`src/rtl/tmc_pkg.sv`:
```
// Shared types, codes and constants for the touch median calibration block.
// Depends on nothing; every other file takes names from here by scope.
`timescale 1ns / 1ps

package tmc_pkg;

  localparam int SAMPLE_COUNT_DEF = 5;
  localparam int SAMPLE_BITS      = 12;
  localparam int DATA_W           = 12;
  localparam int SIZE_W           = 13;

  // Stored samples keep the conversion bits that the sample width allows.
  localparam logic [DATA_W-1:0] SAMPLE_MASK =
    (SAMPLE_BITS >= DATA_W) ? {DATA_W{1'b1}} : DATA_W'((1 << SAMPLE_BITS) - 1);

  // Restoring division of a 24-bit product by a 12-bit span, one bit a cycle.
  localparam int          DIV_STEPS = DATA_W;
  localparam logic [3:0]  DIV_LAST  = 4'(DIV_STEPS - 1);

  localparam logic [SIZE_W-1:0] SIZE_MAX = 13'd4096;

  // Input operation codes.
  localparam logic OP_PRESSURE = 1'b0;
  localparam logic OP_PAIR     = 1'b1;

  // Result status codes.
  localparam logic [1:0] ST_VALID = 2'd0;
  localparam logic [1:0] ST_LOW   = 2'd1;
  localparam logic [1:0] ST_EDGE  = 2'd2;

  // Register indexes.
  localparam logic [2:0] REG_PRESSURE_THRESHOLD = 3'd0;
  localparam logic [2:0] REG_EDGE_LIMIT         = 3'd1;
  localparam logic [2:0] REG_RAW_X_LOW          = 3'd2;
  localparam logic [2:0] REG_RAW_X_HIGH         = 3'd3;
  localparam logic [2:0] REG_RAW_Y_LOW          = 3'd4;
  localparam logic [2:0] REG_RAW_Y_HIGH         = 3'd5;
  localparam logic [2:0] REG_PANEL_WIDTH        = 3'd6;
  localparam logic [2:0] REG_PANEL_HEIGHT       = 3'd7;

  // Register reset values.
  localparam logic [DATA_W-1:0] RST_PRESSURE_THRESHOLD = 12'd100;
  localparam logic [DATA_W-1:0] RST_EDGE_LIMIT         = 12'd50;
  localparam logic [DATA_W-1:0] RST_RAW_LOW            = 12'd200;
  localparam logic [DATA_W-1:0] RST_RAW_HIGH           = 12'd3900;
  localparam logic [SIZE_W-1:0] RST_PANEL_WIDTH        = 13'd240;
  localparam logic [SIZE_W-1:0] RST_PANEL_HEIGHT       = 13'd320;

  typedef struct packed {
    logic start;
    logic wr_en;
  } lane_ctrl_t;

  typedef struct packed {
    logic [DATA_W-1:0] lo;
    logic [DATA_W-1:0] hi;
    logic [SIZE_W-1:0] size;
  } lane_cal_t;

  typedef struct packed {
    logic              done;
    logic [DATA_W-1:0] median;
    logic [DATA_W-1:0] mapped;
    logic [DATA_W-1:0] last;
  } lane_stat_t;

endpackage

```
`src/rtl/touch_median_calibrate_core.sv`:
```
// Top level of the touch median calibration block: register file, capture
// control, two axis lanes and the merging stage. Depends on tmc_pkg, tmc_lane.
`timescale 1ns / 1ps

// Channel | Handshake         | Beat contents
// --------+-------------------+-----------------------------------------------
// input   | in_valid/in_stall | op, pressure_value, sample_x, sample_y
// output  | out_valid/out_stall| status, pixel_x, pixel_y, median_x, median_y
// config  | APB psel/penable  | paddr (register at 4*index), pwdata, prdata
//
// Pressure beats and every pair but the last of a capture need no lane work.
// The last pair starts both lanes: median search, clamp, multiplier and the
// bit-serial divider (a median at or beyond the raw limits skips the last
// two), then the merging stage loads the output. The input stalls for that
// whole time; beyond it, a low-pressure beat is held back only while an
// earlier result is stalled. Reset is synchronous and active high; it
// restores the register defaults and disarms any capture.

module touch_median_calibrate_core #(
  parameter int SAMPLE_COUNT = tmc_pkg::SAMPLE_COUNT_DEF
) (
  input  logic        clk,
  input  logic        rst,
  input  logic        in_valid,
  output logic        in_stall,
  input  logic        op,
  input  logic [11:0] pressure_value,
  input  logic [11:0] sample_x,
  input  logic [11:0] sample_y,
  output logic        out_valid,
  input  logic        out_stall,
  output logic [1:0]  status,
  output logic [11:0] pixel_x,
  output logic [11:0] pixel_y,
  output logic [11:0] median_x,
  output logic [11:0] median_y,
  input  logic        psel,
  input  logic        penable,
  input  logic        pwrite,
  input  logic [4:0]  paddr,
  input  logic [31:0] pwdata,
  output logic [31:0] prdata,
  output logic        pready
);

  localparam int IW = $clog2(SAMPLE_COUNT);
  localparam int CW = $clog2(SAMPLE_COUNT + 1);

  // Configuration registers.
  logic [11:0] pressure_threshold;
  logic [11:0] edge_limit;
  logic [11:0] raw_x_low;
  logic [11:0] raw_x_high;
  logic [11:0] raw_y_low;
  logic [11:0] raw_y_high;
  logic [12:0] panel_width;
  logic [12:0] panel_height;

  // Capture control.
  logic          capture_armed;
  logic [CW-1:0] sample_count;
  logic          busy;

  logic                 in_accept;
  logic                 low_press;
  logic                 load_low;
  logic                 out_free;
  logic                 finish;
  logic                 last_pair;
  logic [2:0]           reg_idx;
  tmc_pkg::lane_ctrl_t  lane_ctrl;
  tmc_pkg::lane_cal_t   cal_x;
  tmc_pkg::lane_cal_t   cal_y;
  tmc_pkg::lane_stat_t  stat_x;
  tmc_pkg::lane_stat_t  stat_y;
  logic [11:0]          sx_masked;
  logic [11:0]          sy_masked;

  // ---------------------------------------------------------------------
  // APB register file. Writes complete in the access phase; pready is tied
  // high so no wait states are ever inserted.
  // ---------------------------------------------------------------------
  assign pready  = 1'b1;
  assign reg_idx = paddr[4:2];

  always_ff @(posedge clk) begin
    if (rst) begin
      pressure_threshold <= tmc_pkg::RST_PRESSURE_THRESHOLD;
      edge_limit         <= tmc_pkg::RST_EDGE_LIMIT;
      raw_x_low          <= tmc_pkg::RST_RAW_LOW;
      raw_x_high         <= tmc_pkg::RST_RAW_HIGH;
      raw_y_low          <= tmc_pkg::RST_RAW_LOW;
      raw_y_high         <= tmc_pkg::RST_RAW_HIGH;
      panel_width        <= tmc_pkg::RST_PANEL_WIDTH;
      panel_height       <= tmc_pkg::RST_PANEL_HEIGHT;
    end else if (psel && penable && pwrite && pready) begin
      case (reg_idx)
        tmc_pkg::REG_PRESSURE_THRESHOLD: pressure_threshold <= pwdata[11:0];
        tmc_pkg::REG_EDGE_LIMIT:         edge_limit         <= pwdata[11:0];
        tmc_pkg::REG_RAW_X_LOW:          raw_x_low          <= pwdata[11:0];
        tmc_pkg::REG_RAW_X_HIGH:         raw_x_high         <= pwdata[11:0];
        tmc_pkg::REG_RAW_Y_LOW:          raw_y_low          <= pwdata[11:0];
        tmc_pkg::REG_RAW_Y_HIGH:         raw_y_high         <= pwdata[11:0];
        tmc_pkg::REG_PANEL_WIDTH:        panel_width        <= pwdata[12:0];
        tmc_pkg::REG_PANEL_HEIGHT:       panel_height       <= pwdata[12:0];
        default: begin
        end
      endcase
    end
  end

  always_comb begin
    case (reg_idx)
      tmc_pkg::REG_PRESSURE_THRESHOLD: prdata = {20'd0, pressure_threshold};
      tmc_pkg::REG_EDGE_LIMIT:         prdata = {20'd0, edge_limit};
      tmc_pkg::REG_RAW_X_LOW:          prdata = {20'd0, raw_x_low};
      tmc_pkg::REG_RAW_X_HIGH:         prdata = {20'd0, raw_x_high};
      tmc_pkg::REG_RAW_Y_LOW:          prdata = {20'd0, raw_y_low};
      tmc_pkg::REG_RAW_Y_HIGH:         prdata = {20'd0, raw_y_high};
      tmc_pkg::REG_PANEL_WIDTH:        prdata = {19'd0, panel_width};
      tmc_pkg::REG_PANEL_HEIGHT:       prdata = {19'd0, panel_height};
      default:                         prdata = '0;
    endcase
  end

  // ---------------------------------------------------------------------
  // Input handshake and capture sequencing. Everything stalls while the
  // lanes are at work. A low-pressure beat produces a result at once, so it
  // waits only when the output register is full and cannot drain.
  // ---------------------------------------------------------------------
  assign low_press = pressure_value < pressure_threshold;
  assign out_free  = !out_valid || !out_stall;
  assign in_stall  = busy || (!out_free && (op == tmc_pkg::OP_PRESSURE) && low_press);
  assign in_accept = in_valid && !in_stall;
  assign load_low  = in_accept && (op == tmc_pkg::OP_PRESSURE) && low_press;
  assign last_pair = sample_count == CW'(SAMPLE_COUNT - 1);

  assign lane_ctrl.wr_en = in_accept && (op == tmc_pkg::OP_PAIR) && capture_armed;
  assign lane_ctrl.start = lane_ctrl.wr_en && last_pair;

  assign sx_masked = sample_x & tmc_pkg::SAMPLE_MASK;
  assign sy_masked = sample_y & tmc_pkg::SAMPLE_MASK;

  always_ff @(posedge clk) begin
    if (rst) begin
      capture_armed <= 1'b0;
      sample_count  <= '0;
      busy          <= 1'b0;
    end else begin
      if (in_accept && (op == tmc_pkg::OP_PRESSURE)) begin
        // A pressure beat drops any pairs gathered so far; a firm press re-arms.
        sample_count  <= '0;
        capture_armed <= !low_press;
      end else if (lane_ctrl.start) begin
        sample_count  <= '0;
        capture_armed <= 1'b0;
      end else if (lane_ctrl.wr_en) begin
        sample_count <= sample_count + CW'(1);
      end
      if (lane_ctrl.start) begin
        busy <= 1'b1;
      end else if (finish) begin
        busy <= 1'b0;
      end
    end
  end

  // ---------------------------------------------------------------------
  // Axis lanes. The x lane maps onto the rows and the y lane onto the
  // columns, since the panel is mounted with its axes swapped.
  // ---------------------------------------------------------------------
  assign cal_x.lo   = raw_x_low;
  assign cal_x.hi   = raw_x_high;
  assign cal_x.size = panel_height;
  assign cal_y.lo   = raw_y_low;
  assign cal_y.hi   = raw_y_high;
  assign cal_y.size = panel_width;

  tmc_lane #(
    .SAMPLE_COUNT(SAMPLE_COUNT)
  ) u_lane_x (
    .clk     (clk),
    .rst     (rst),
    .ctrl    (lane_ctrl),
    .wr_idx  (sample_count[IW-1:0]),
    .wr_data (sx_masked),
    .cal     (cal_x),
    .stat    (stat_x)
  );

  tmc_lane #(
    .SAMPLE_COUNT(SAMPLE_COUNT)
  ) u_lane_y (
    .clk     (clk),
    .rst     (rst),
    .ctrl    (lane_ctrl),
    .wr_idx  (sample_count[IW-1:0]),
    .wr_data (sy_masked),
    .cal     (cal_y),
    .stat    (stat_y)
  );

  // ---------------------------------------------------------------------
  // Merging stage and output register. The lanes hold their results until
  // the output register has room, so a stalled output never loses a touch.
  // The column is mirrored: the largest raw y lands on column zero.
  // ---------------------------------------------------------------------
  assign finish = busy && stat_x.done && stat_y.done && out_free;

  always_ff @(posedge clk) begin
    if (rst) begin
      out_valid <= 1'b0;
    end else if (load_low || finish) begin
      out_valid <= 1'b1;
    end else if (!out_stall) begin
      out_valid <= 1'b0;
    end
  end

  always_ff @(posedge clk) begin
    if (load_low) begin
      status   <= tmc_pkg::ST_LOW;
      pixel_x  <= '0;
      pixel_y  <= '0;
      median_x <= '0;
      median_y <= '0;
    end else if (finish) begin
      median_x <= stat_x.median;
      median_y <= stat_y.median;
      if ((stat_x.median < edge_limit) || (stat_y.median < edge_limit)) begin
        status  <= tmc_pkg::ST_EDGE;
        pixel_x <= '0;
        pixel_y <= '0;
      end else begin
        status  <= tmc_pkg::ST_VALID;
        pixel_x <= stat_y.last - stat_y.mapped;
        pixel_y <= stat_x.mapped;
      end
    end
  end

endmodule

```
`src/rtl/tmc_lane.sv`:
```
// One axis lane: sample store, rank-based median search, clamp and linear map
// with a bit-serial divider. Depends on tmc_pkg.
`timescale 1ns / 1ps

module tmc_lane #(
  parameter int SAMPLE_COUNT = tmc_pkg::SAMPLE_COUNT_DEF
) (
  input  logic                             clk,
  input  logic                             rst,
  input  tmc_pkg::lane_ctrl_t              ctrl,
  input  logic [$clog2(SAMPLE_COUNT)-1:0]  wr_idx,
  input  logic [tmc_pkg::DATA_W-1:0]       wr_data,
  input  tmc_pkg::lane_cal_t               cal,
  output tmc_pkg::lane_stat_t              stat
);

  localparam int IW  = $clog2(SAMPLE_COUNT);
  localparam int DW  = tmc_pkg::DATA_W;
  localparam int MID = SAMPLE_COUNT / 2;

  localparam logic [2:0] L_IDLE = 3'd0;
  localparam logic [2:0] L_MED  = 3'd1;
  localparam logic [2:0] L_MAP  = 3'd2;
  localparam logic [2:0] L_MUL  = 3'd3;
  localparam logic [2:0] L_DIV  = 3'd4;
  localparam logic [2:0] L_DONE = 3'd5;

  logic [DW-1:0] store [SAMPLE_COUNT];
  logic [2:0]    state;
  logic [IW-1:0] cand;
  logic [3:0]    step;
  logic [DW-1:0] median;
  logic [DW-1:0] diff;
  logic [DW-1:0] span;
  logic [DW-1:0] rem;
  logic [DW-1:0] quo;
  logic [DW-1:0] mapped;

  logic [DW-1:0] cand_val;
  logic [IW-1:0] rank;
  logic [DW-1:0] last;
  logic [DW:0]   trial;
  logic          ge;

  always_ff @(posedge clk) begin
    if (ctrl.wr_en) begin
      store[wr_idx] <= wr_data;
    end
  end

  // A candidate's stable rank counts smaller entries and equal entries
  // stored ahead of it; exactly one entry has the middle rank.
  always_comb begin
    cand_val = store[cand];
    rank     = '0;
    for (int j = 0; j < SAMPLE_COUNT; j++) begin
      if ((store[j] < cand_val) || ((IW'(j) < cand) && (store[j] == cand_val))) begin
        rank = rank + IW'(1);
      end
    end
  end

  always_comb begin
    if (cal.size == '0) begin
      last = '0;
    end else if (cal.size > tmc_pkg::SIZE_MAX) begin
      last = {DW{1'b1}};
    end else begin
      last = DW'(cal.size - 13'd1);
    end
  end

  assign trial = {rem, quo[DW-1]};
  assign ge    = trial >= {1'b0, span};

  always_ff @(posedge clk) begin
    if (rst) begin
      state <= L_IDLE;
    end else if (ctrl.start) begin
      state <= L_MED;
      cand  <= '0;
    end else begin
      case (state)
        L_MED: begin
          if (rank == IW'(MID)) begin
            median <= cand_val;
          end
          if (cand == IW'(SAMPLE_COUNT - 1)) begin
            state <= L_MAP;
          end else begin
            cand <= cand + IW'(1);
          end
        end
        L_MAP: begin
          if (median <= cal.lo) begin
            mapped <= '0;
            state  <= L_DONE;
          end else if (median >= cal.hi) begin
            mapped <= last;
            state  <= L_DONE;
          end else begin
            diff  <= median - cal.lo;
            span  <= cal.hi - cal.lo;
            state <= L_MUL;
          end
        end
        L_MUL: begin
          {rem, quo} <= (2*DW)'(diff) * (2*DW)'(last);
          step       <= '0;
          state      <= L_DIV;
        end
        L_DIV: begin
          rem <= ge ? DW'(trial - {1'b0, span}) : trial[DW-1:0];
          quo <= {quo[DW-2:0], ge};
          if (step == tmc_pkg::DIV_LAST) begin
            mapped <= {quo[DW-2:0], ge};
            state  <= L_DONE;
          end else begin
            step <= step + 4'd1;
          end
        end
        L_DONE: begin
          state <= L_DONE;
        end
        default: begin
          state <= L_IDLE;
        end
      endcase
    end
  end

  assign stat.done   = (state == L_DONE);
  assign stat.median = median;
  assign stat.mapped = mapped;
  assign stat.last   = last;

endmodule

```
`config.mk`:
```
export PLATFORM = sky130hd
export DESIGN_NAME = touch_median_calibrate_core
export DESIGN_NICKNAME = d
export VERILOG_FILES = /design/src/rtl/tmc_pkg.sv /design/src/rtl/touch_median_calibrate_core.sv /design/src/rtl/tmc_lane.sv
export SDC_FILE = /design/constraint.sdc
export NUM_CORES = 2
export LEC_CHECK = 0
export BUFFER_PORTS_ARGS = -buffer_cell sky130_fd_sc_hd__buf_4
export CAP_MARGIN = 10
export CORE_ASPECT_RATIO = 1.75
export CORE_UTILIZATION = 65
export CTS_BUF_LIST = sky130_fd_sc_hd__clkbuf_8
export DETAILED_ROUTE_END_ITERATION = 8
export GPL_TIMING_DRIVEN = 1
export PLACE_DENSITY = 0.83
export SETUP_SLACK_MARGIN = 0.02
export SYNTH_ARGS = -nofsm -noshare
export SYNTH_HDL_FRONTEND = slang
export SYNTH_SLANG_ARGS = --single-unit
```
`constraint.sdc`:
```
create_clock -name clk -period 8.1 [get_ports clk]
set_input_delay 0.81 -clock clk [delete_from_list [all_inputs] [get_ports clk]]
set_output_delay 0.81 -clock clk [all_outputs]
set_load 0.005 [all_outputs]
```
Yosys cells after proc, flatten, opt, wreduce, memory -nomap -nowiden. Memory sizes are Yosys's and may differ from the RTL's. A register that Yosys moved wholly into a read port is not among the register bits. Index checks and enable logic that the tools add are counted. Widths: inputs -> output; s select.

Memories: 2. Bits in writable memories: 120. Output and inout port bits: 85. Register bits after elaboration: 318. Word-level logic and storage cells: 293.

Order comparisons: 31. Multipliers: 2. Add/sub/neg operators: 22. Equal/unequal tests: 49. Muxes and demuxes: 64. Bitwise operators: 7. Reductions and logical operators: 79.

Memories: u_lane_x.store (words 5, width 12, rd ports 6, clocked after Yosys merged registers in 1, wr ports 1, RTL line tmc_lane.sv:28) `logic [DW-1:0] store [SAMPLE_COUNT];`; u_lane_y.store (words 5, width 12, rd ports 6, clocked after Yosys merged registers in 1, wr ports 1, RTL line tmc_lane.sv:28).

Operators with widths (number): $pmux 32 s8 (1); $mux 12 (14); $lt 12x12->1 (13); $pmux 12 s2 (6); $eq 12x12->1 (10); $sub 12x12->12 (7); $mux 3 (24); $mul 12x12->24 (2); $eq 3x3->1 const B (11); $pmux 3 s5 (2); $add 3x1->3 const B (9); $ge 13x12->1 (2); $gt 13x13->1 const B (2); $logic_not 13->1 (2); $eq 3x2->1 const B (8); $ge 12x12->1 (2); $le 12x12->1 (2); $reduce_and 2->1 (12); $sub 12x1->12 const B (2); $logic_and 1x1->1 (23); $reduce_and 5->1 (4); $pmux 4 s2 (2); $reduce_and 4->1 (4); $reduce_bool 2->1 (8); 21 further kinds (82).

Depth between registers and ports, before layout. An unclocked memory read counts as a cell.

Word-level depth: 15. Mapped depth: 29. Depth with buffers taken out: 28.

Hierarchy. From an unflattened synthesis, not the netlist that was laid out.

Cells, all modules: 3833. Area, all modules: 38326.8 um^2.

Modules (own cells, without submodules): tmc_lane (u_lane_y) (sequential area each 5375.2 um^2, cells an instance 1453, area an instance 15381.0 um^2, times used 1); tmc_lane (u_lane_x) (sequential area each 5375.2 um^2, cells an instance 1433, area an instance 15238.4 um^2, times used 1); touch_median_calibrate_core (sequential area each 3083.0 um^2, cells an instance 947, area an instance 7707.4 um^2, times used 1).

Worst setup path before layout. No wires, ideal clock.

Kind: register -> register. Start point: reg panel_height[2]. End point: reg u_lane_x.rem[11], data pin. Path slack: 1266 ps. Required time: 7829 ps. Cell stages (with the launch flop): 26. Arrival: 6563 ps. Cells stage by stage: dfxtp_1 -> nor4_4 -> nand2_1 -> nor4b_2 -> buf_2 -> o21ai_0 -> clkbuf_1 -> and2_1 -> fa_1 -> inv_1 -> fa_1 -> inv_1 -> fa_1 -> fa_1 -> inv_1 -> fa_1 -> inv_1 -> ha_1 -> a21o_1 -> a21o_1 -> a21o_1 -> o2bb2ai_1 -> or4b_1 -> a31o_2 -> xnor2_1 -> o22ai_1.

Longest elaborated chain between the ends: 5.

RTL lines: start, declared (RTL line touch_median_calibrate_core.sv:57) `logic [12:0] panel_height;`; start signal, assigned (RTL line touch_median_calibrate_core.sv:95) `panel_height <= tmc_pkg::RST_PANEL_HEIGHT;`; start signal, assigned (RTL line touch_median_calibrate_core.sv:105) `tmc_pkg::REG_PANEL_HEIGHT: panel_height <= pwdata[12:0];`; $sub 12x1->12 / $gt 13x13->1 (equally long branches) (RTL line tmc_lane.sv:69, tmc_lane.sv:66); $mux 12 (RTL line tmc_lane.sv:66) `end else if (cal.size > tmc_pkg::SIZE_MAX) begin`; $mux 12 * (RTL line tmc_lane.sv:64) `if (cal.size == '0) begin`; $mul 12x12->24 * (RTL line tmc_lane.sv:108) `{rem, quo} <= (2*DW)'(diff) * (2*DW)'(last);`; $pmux 12 s2 * (RTL line tmc_lane.sv:83) `case (state)`; end signal, assigned (RTL line tmc_lane.sv:108); end signal, assigned (RTL line tmc_lane.sv:113) `rem <= ge ? DW'(trial - {1'b0, span}) : trial[DW-1:0];`; end, declared (RTL line tmc_lane.sv:35) `logic [DW-1:0] rem;`.

Mark *: on every way between the ends. The rest lies on a longest branch, timed or not. A chain may end at the register's enable or synchronous reset.

Worst setup path in the final report.
Start point: reg panel_height[6]. End point: reg u_lane_x.rem[11], data pin.

Same word-level chain as after synthesis.

==> impl_metrics.toml <==
[run_status]
status = "finished with violations"
violations = "design-rule violations"

[min_path]
hold_depth = 1
min_delay_worst_endpoint = "u_lane_y.store[4][8]"
hp-class = "in -> reg"
hold_start = "sample_y[8]"

[placement]
gp_congestion = 0.9859
portBuffers = 124
dpl.hpwl_mm = 75.81

[layout]
drive_gt1_frac = 0.09995
fillerInstances = 4214
area_growth_pct = 8.716
fin_nets = 4641

[timing]
rsz0062_at_grt = "no"
hold_violations = 0
post-route-period-util = 0.9221
worst_pin_slew_ns = 1.205
min_period_ns = 7.469
max_freq_mhz = 133.9
whs_ns = 0.3363
setup-tns-final_ns = 0
clock_skew_ns = 0.04673
report.final.slew_viol_count = 0
setup_viol = 0
max-slew-margin-rel = 0.1958

[worst_setup_path]
cp.arrival_ns = 7.93
r2r_slack_ns = 0.63
crit_path_max_fanout = 14
reg2reg_from = "panel_height[6]"
regToRegEndpoint = "u_lane_x.rem[11]"
crit_type = "reg -> reg"
required_ns = 8.56
r2r_cells = 26
cp-end-kind = "flip-flop"
cp-start-kind = "flip-flop"

[floorplan]
initial_core_util = 0.6583
die_width_um = 185.4
num_io_pins = 166
die_y_um = 322.9
dieArea_um2 = 59870
rows = 117
core_um2 = 58120

[clock_tree]
cts.path.max_buffers = 3
clock_sinks = 516
post_cts.repair.setup_buffers = 0
cts_max_level = 3
cts_hold_buf = 0
cts_root_buffer = "clkbuf_8"
cts_buffers = 74
path_clk_slew_ns = 0.07
cts_tree = "yes"
clk_latency_ns = 0.74
cts_resized = 0

[detailed_routing]
vias_per_cell = 6.109
dr_wl_met2_mm = 49.96
drt_iter0_drc = 2283
wl_per_cell_um = 20.70
top_layer = "met5"
wl_met1_mm = 34.20
vias = 29250
drtAntennaViolNets = 0
drt_pass1_iterations = 8
drc = 2
wl_met3_mm = 7.190
wirelength_mm = 99.07

[synthesis]
yosysMostFrequentCell = "nand2_1"
yosysTopAreaCellShare = 0.2747
synthTopCellsByCount = "502 x nand2_1, 483 x inv_1, 402 x ha_1"
synth_ff_type = "edfxtp_1"
netlist_instances = 3852
synth_top_area_cell = "edfxtp_1"
netlist_area_um2 = 38260
ys_types = 88
avgSynthCellArea_um2 = 9.932
synth_enable_flop_cells = 350
ys_seq_area_frac = 0.3616
ys_warn_count = 0
synth_area_leaders = "edfxtp_1 27%, ha_1 13%, fa_1 11%"
ys_ff_latch = 516
ys_async_sr_fraction = 0

[global_route]
grt_pass1_wl_mm = 155.2
gr-usage-all-layers = 0.3418
overflow = 0
grt_max_degree = 58
antenna_found_initial = 4
grt_pass1_vias = 29750

[pwr]
ir_worst_vdd_mv = 0.2019
leakage_nw = 18.42
powerDensity_nw_per_um2 = 149.7

[flow_run]
drv_cap = 0
[placed cells by master (no fill, tap or decap), drive strengths merged, types with 34 or more instances in the layout]
| master | instances |
|---|---|
| a211o | 34 |
| a21o | 72 |
| a21oi | 232 |
| a22o | 37 |
| and2 | 116 |
| buf | 183 |
| clkbuf | 83 |
| dfxtp | 166 |
| edfxtp | 350 |
| fa | 207 |
| ha | 402 |
| inv | 497 |
| mux2i | 63 |
| mux4 | 49 |
| nand2 | 503 |
| nand2b | 34 |
| nand3 | 40 |
| nand4 | 45 |
| nor2 | 216 |
| nor2b | 39 |
| nor3 | 47 |
| o21ai | 126 |
| xnor2 | 83 |
| xor2 | 34 |
[metal layers]
metal  up-vias  track usage
met5         -            0
met4         4       0.2466
met3       446      0.06057
met2      1247       0.5986
met1     14090       0.3676
li1      13460            -
[worst max path at each step]
stage,start,end
6_report,panel_height[6],u_lane_x.rem[11]
4_1_cts,panel_height[6],u_lane_x.rem[11]
2_1_floorplan,panel_height[2],u_lane_x.rem[11]
5_1_grt,panel_height[6],u_lane_x.rem[11]
3_3_place_gp,panel_height[6],u_lane_x.rem[11]
3_5_place_dp,panel_height[6],u_lane_x.rem[11]
[flip-flops by register name, summed over array words and instances, names as in the netlist, 13 cells and up, named ones only]
signal          count
panel_height       13
u_lane_x.store     96
u_lane_y.store     96
panel_width        13
[power by group]
group          switching (W)  internal (W)  leakage, nW
registers         0.00000851       0.00285         4.50
clock network        0.00107       0.00121        0.872
logic               0.000630      0.000456         13.1
[metrics by stage]
step | total power [W] | cell area, µm² | util | cells | worst slack, ns
after CTS | 0.006241 | 41570 | 0.7153 | 4784 | 0.6624
after detailed placement | 0.003989 | 39950 | 0.6874 | 4647 | 0.6801
after floorplan | 0.003713 | 38320 | - | 3870 | 1.266
after global routing | 0.006478 | 41590 | 0.7156 | 4787 | 0.2436
after global placement | 0.003952 | 39950 | 0.6874 | 4647 | 0.7703
final | 0.006228 | 41590 | 0.7156 | 4787 | 0.6312
[cells by family (layout without fill, tap and decap cells)]
family	count (synthesis)	after routing	synth area share
XOR/XNOR	117	117	0.02698
adder cells (fa/ha/maj)	609	609	0.2398
multiplexers	118	118	0.04710
other	2	22	0.0001963
flip-flops	516	516	0.3616
buffers and inverters	663	805	0.06793
AND/OR/NAND/NOR	1124	1124	0.1367
AO/OA/AOI/OAI	703	703	0.1197
[worst max-delay path, cell delays in order, from the launching register on]
cell,delay (ns)
dfxtp_1,0.38
nor4_1,0.40
nand2_1,0.17
nor4b_2,0.27
buf_4,0.22
nand2_1,0.06
nand2_1,0.10
o21ai_0,0.37
and2_1,0.33
fa_1,0.48
inv_1,0.05
fa_1,0.53
inv_1,0.06
fa_1,0.50
fa_1,0.56
inv_1,0.06
fa_1,0.55
inv_1,0.05
ha_1,0.35
a21o_1,0.18
a21o_1,0.17
a21o_1,0.18
o2bb2ai_1,0.17
or4b_1,0.48
a31o_2,0.25
xnor2_1,0.16
o22ai_1,0.10
[area by class of cell]
class	count	area, µm²	area share
Clock buffer	83	1142	0.02747
Antenna cell	2	5.005	0.0001203
Sequential cell	516	13830	0.3326
Clock inverter	54	476.7	0.01146
Tap cell	773	967.2	0.02325
Timing Repair Buffer	183	1381	0.03321
Inverter	485	1821	0.04377
Multi-Input combinational cell	2691	21960	0.5281
No activity file was read; power rests on OpenSTA's default activity.
